--- src/design/vpf_pkg.sv ---
// Shared constants, types and register codes for the voxel persistence point filter.
package vpf_pkg;

  localparam int GRID_DIM    = 64;
  localparam int MAX_HISTORY = 16;

  localparam int GRID_W = $clog2(GRID_DIM);
  localparam int CELLS  = GRID_DIM * GRID_DIM * GRID_DIM;
  localparam int CELL_W = $clog2(CELLS);
  localparam int RUN_W  = $clog2(MAX_HISTORY + 1);
  localparam int HLEN_W = 5;
  localparam int LEN_W  = ((RUN_W > HLEN_W) ? RUN_W : HLEN_W) + 1;

  localparam int COORD_W  = 16;
  localparam int SQ_W     = 2 * COORD_W - 1;
  localparam int RANGE_W  = 32;
  localparam int INV_W    = 16;
  localparam int PROD_W   = COORD_W + INV_W + 1;
  localparam int SCALED_W = PROD_W - INV_W + 1;
  localparam int FRAME_W  = 32;

  localparam int CFG_IDX_W  = 3;
  localparam int CFG_DATA_W = 32;

  localparam int QUEUE_DEPTH = 4;
  localparam int QPTR_W      = $clog2(QUEUE_DEPTH);
  localparam int QCNT_W      = $clog2(QUEUE_DEPTH + 1);
  localparam int OFIFO_DEPTH = 4;
  localparam int OPTR_W      = $clog2(OFIFO_DEPTH);
  localparam int OCNT_W      = $clog2(OFIFO_DEPTH + 1);

  typedef enum logic [CFG_IDX_W-1:0] {
    REG_MIN_RANGE_SQ    = 3'd0,
    REG_MAX_RANGE_SQ    = 3'd1,
    REG_INV_VOXEL_SIZE  = 3'd2,
    REG_HISTORY_LEN     = 3'd3,
    REG_REMOVAL_ENABLED = 3'd4
  } cfg_reg_t;

  typedef struct packed {
    logic                      func;
    logic signed [COORD_W-1:0] pos_x;
    logic signed [COORD_W-1:0] pos_y;
    logic signed [COORD_W-1:0] pos_z;
  } in_item_t;

  typedef struct packed {
    logic signed [COORD_W-1:0] out_x;
    logic signed [COORD_W-1:0] out_y;
    logic signed [COORD_W-1:0] out_z;
    logic                      frame_done;
  } out_item_t;

  typedef struct packed {
    logic [RANGE_W-1:0] min_range_sq;
    logic [RANGE_W-1:0] max_range_sq;
    logic [INV_W-1:0]   inv_voxel_size;
    logic [HLEN_W-1:0]  history_len;
    logic               removal_enabled;
  } cfg_t;

  // One classified request handed from the front to the back
  typedef struct packed {
    logic                      frame_end;
    logic                      advance;
    logic                      bypass;
    logic                      in_grid;
    logic [CELL_W-1:0]         vox_idx;
    logic signed [COORD_W-1:0] x;
    logic signed [COORD_W-1:0] y;
    logic signed [COORD_W-1:0] z;
  } q_entry_t;

  typedef struct packed {
    logic [FRAME_W-1:0] last;
    logic [RUN_W-1:0]   run;
  } hist_t;

endpackage

--- src/design/vpf_queue.sv ---
// Short request queue between the front end and the voxel store back end.
module vpf_queue (
  input  logic              clk,
  input  logic              rst_n,
  input  logic              push,
  input  vpf_pkg::q_entry_t push_data,
  output logic              full,
  input  logic              pop,
  output logic              empty,
  output vpf_pkg::q_entry_t pop_data
);

  vpf_pkg::q_entry_t slots_r [vpf_pkg::QUEUE_DEPTH];
  logic [vpf_pkg::QPTR_W-1:0] wr_ptr_r, rd_ptr_r;
  logic [vpf_pkg::QCNT_W-1:0] count_r, count_nxt;

  assign full     = (count_r == vpf_pkg::QCNT_W'(vpf_pkg::QUEUE_DEPTH));
  assign empty    = (count_r == '0);
  assign pop_data = slots_r[rd_ptr_r];

  always_comb begin
    count_nxt = count_r;
    if (push && !pop) begin
      count_nxt = count_r + 1'b1;
    end else if (pop && !push) begin
      count_nxt = count_r - 1'b1;
    end
  end

  always_ff @(posedge clk) begin
    if (!rst_n) begin
      wr_ptr_r <= '0;
      rd_ptr_r <= '0;
      count_r  <= '0;
    end else begin
      count_r <= count_nxt;
      if (push) begin
        wr_ptr_r <= (wr_ptr_r == vpf_pkg::QPTR_W'(vpf_pkg::QUEUE_DEPTH - 1))
                    ? '0 : wr_ptr_r + 1'b1;
      end
      if (pop) begin
        rd_ptr_r <= (rd_ptr_r == vpf_pkg::QPTR_W'(vpf_pkg::QUEUE_DEPTH - 1))
                    ? '0 : rd_ptr_r + 1'b1;
      end
    end
  end

  always_ff @(posedge clk) begin
    if (push) begin
      slots_r[wr_ptr_r] <= push_data;
    end
  end

endmodule

--- config.mk ---
export PLATFORM = sky130hd
export DESIGN_NAME = vpf_queue
export DESIGN_NICKNAME = d
export VERILOG_FILES = /design/src/design/vpf_pkg.sv /design/src/design/vpf_queue.sv
export SDC_FILE = /design/constraint.sdc
export NUM_CORES = 1
export LEC_CHECK = 0
export BUFFER_PORTS_ARGS = -buffer_cell sky130_fd_sc_hd__buf_2
export CORE_UTILIZATION = 51
export DETAILED_ROUTE_END_ITERATION = 10
export GPL_TIMING_DRIVEN = 0
export HOLD_SLACK_MARGIN = 0.06
export PLACE_DENSITY = 0.75
export SYNTH_ARGS = -nofsm -noshare
export SYNTH_HDL_FRONTEND = slang
export SYNTH_SLANG_ARGS = --single-unit
--- constraint.sdc ---
create_clock -name clk -period 2.5 [get_ports clk]
set_input_delay 0.25 -clock clk [delete_from_list [all_inputs] [get_ports clk]]
set_output_delay 0.25 -clock clk [all_outputs]
set_load 0.01 [all_outputs]
==> results.cfg <==
[min_path]
hold_path.class = input port to flip-flop

[critical_path]
worstSetupStartpointType = flip-flop
endpoint_kind = primary output
crit_type = flip-flop to primary output
critPathArrivalTime_ps = 2010
worst_ep_required_time_ps = 2250
path_max_fanout = 10

[global_route]
grt_pass1_vias = 5573
grt-ovfl-total = 0
grtUsageTotal_pct = 18.6
antenna_found_initial = 1
grt_pass1_wl_um = 30100
grt_start_max_net_pins = 44

[cts]
cts_root_buffer = clkbuf_16
cts.path.max_buffers = 3
cts_tree = yes
cts_sinks = 289
cts-resized-gates = 0
insertion_delay_ps = 530
numCtsBuffers = 28
clk_pin_slew_ps = 70
cts_htree_levels = 1

[sta]
finalHoldViolCount = 0
finalCritPeriodShare_pct = 90.3
period_needed_ps = 2260
max_freq_mhz = 443
skew_ps = 12.5
maxSlewViolCount = 0
maxSlewHeadroom_pct = 61.2
rsz0062_at_grt = no
final.setup.tns_ps = 0
worst_slew_pin_slew_ps = 582
hold_ws_ps = 106
setup-violations-final = 0

[pwr]
powerDensity_mw_per_mm2 = 804
finalPower_uw = 10800
vdd_drop_max_mv = 0.572
power.internal_uw = 8580
pwr-share-clk_pct = 38.6
p_seq_share_pct = 51.9
comb_power_share_pct = 9.5
switching_share_pct = 20.6
p_leak_uw = 0.00463
p_switching_uw = 2230

[placement]
placement.io_buffers = 145
placed_area_mm2 = 0.0118
dpl.hpwl_um = 11500
place_congestion = 0.706

[die]
initial_core_util_pct = 52.2
dieArea_mm2 = 0.0214
die_w_um = 146
ios = 146
rows = 52
fp.coreArea_mm2 = 0.0204
die_h_um = 146

[synth]
synth_top_family_by_area = multiplexers
ys_ff_latch = 289
synth_simple_gate_area_share_pct = 0.847
synth_compound_area_share_pct = 0.188
syn_inst = 410
synth-xor-area-share_pct = 0.165
seq_area_frac_synth_pct = 80.8
yosys_warnings = 0
syn_nets = 491
synth_area_mm2 = 0.0106
syn_area_per_cell_um2 = 25.9
synth_fa_ha_area_share_pct = 0.894
ys_types = 22
synthMuxAreaShare_pct = 15.2

[drt]
drt_iter0_drc = 247
route.vias.total = 4953
wl_per_cell_um = 20.1
drc_errors = 0
ant_nets = 0
wirelength_um = 19100
vias_per_cell = 5.21
firstDrtPassIters = 4

[run]
max_cap_viol_count = 0

[final_layout]
fin_nets = 740
stdcell_area_mm2 = 0.0134
area_growth_pct = 26.5
final_common_cell = edfxtp_1
final_cell_mix = edfxtp_1 (280), buf_2 (152), dlygate4sd3_1 (71)
drive_gt1_share_pct = 41.1

[run_status]
run_status = complete, no violations
[sequential cells by signal (all words and copies together) (netlist names), named ones only]
name      flops
rd_ptr_r      2
count_r       3
wr_ptr_r      2
slots_r     280
[critical path: stages (launching register included)]
cell and delay (ps):
dfxtp_1 560, buf_2 380, mux4_2 370, buf_2 170
[final timing paths]
check	cells past startpoint	endpoint	startpoint	slack [ps]
min reg2reg	2	count_r[2]	count_r[2]	530
max	3	pop_data[50]	flip-flop	240
min	3	flip-flop	pop	110
max reg2reg	4	slots_r[2][41]	wr_ptr_r[0]	720
[Yosys cell counts]
cell type | count | area share, %
a21boi_0 | 1 | 0.071
and2_1 | 5 | 0.29
buf_1 | 1 | 0.035
buf_12 | 7 | 1.3
buf_2 | 7 | 0.33
buf_6 | 1 | 0.11
dfxtp_1 | 9 | 1.7
edfxtp_1 | 280 | 79
fa_1 | 1 | 0.19
ha_1 | 6 | 0.71
inv_1 | 4 | 0.14
mux2i_1 | 4 | 0.38
mux4_2 | 70 | 15
nor2_1 | 1 | 0.035
nor2b_1 | 5 | 0.29
nor3_1 | 2 | 0.094
nor3b_1 | 1 | 0.071
o21a_1 | 1 | 0.071
o21ai_0 | 1 | 0.047
or3_1 | 1 | 0.059
xnor2_1 | 1 | 0.082
xor2_1 | 1 | 0.082
[power groups by stage]
stage / logic, µW / registers (µW) / clock network, µW
global placement: 908 / 5700 / 0
global route: 1110 / 5630 / 4460
floorplan: 561 / 5690 / 0
detailed placement: 959 / 5710 / 0
CTS: 1050 / 5610 / 4250
finish: 1020 / 5610 / 4180
[per-layer routing]
metal | track usage (%) | share of wire (%) | vias to the layer above | wire length [µm]
met5 | 0 | 0 | - | 0
met3 | 3.25 | 4.5 | 32 | 861
met1 | 23.5 | 42 | 2529 | 7930
li1 | - | - | 2257 | -
met2 | 33.0 | 52 | 135 | 9950
met4 | 5.05 | 1.9 | 0 | 362
[logic make-up after synthesis]
logic type	count (synthesis)
compound gates	3
xor+xnor	2
fa+ha+maj	7
buf+inv	20
flops	289
mux	74
simple gates	15
[metrics by stage]
step | std cells | setup slack (ps) | utilization, %
floorplan | 410 | 637 | -
global placement | 825 | 3.65 | 57.5
detailed placement | 829 | 595 | 58.0
CTS | 950 | 20.5 | 66.0
global route | 950 | 134 | 66.0
finish | 950 | 242 | 66.0
[area by class of cell]
type / count / area (µm²)
timing repair buffer: 220 / 1540
antenna: 1 / 2.50
fill: 1329 / 6920
sequential: 289 / 8590
tap: 270 / 338
clock buffer: 32 / 737
clock inverter: 18 / 190
multi-input combinational: 101 / 1850
inverter: 4 / 15.0
buffer: 15 / 186
[repair_timing]
item | 4_1_cts | 5_1_grt
setup endpoints to repair | 0 | 14
hold endpoints to repair | 289 | 0
buffers inserted | 0 | 0
hold buffers | 71 | 0
Power figures use the tool's default switching activity.
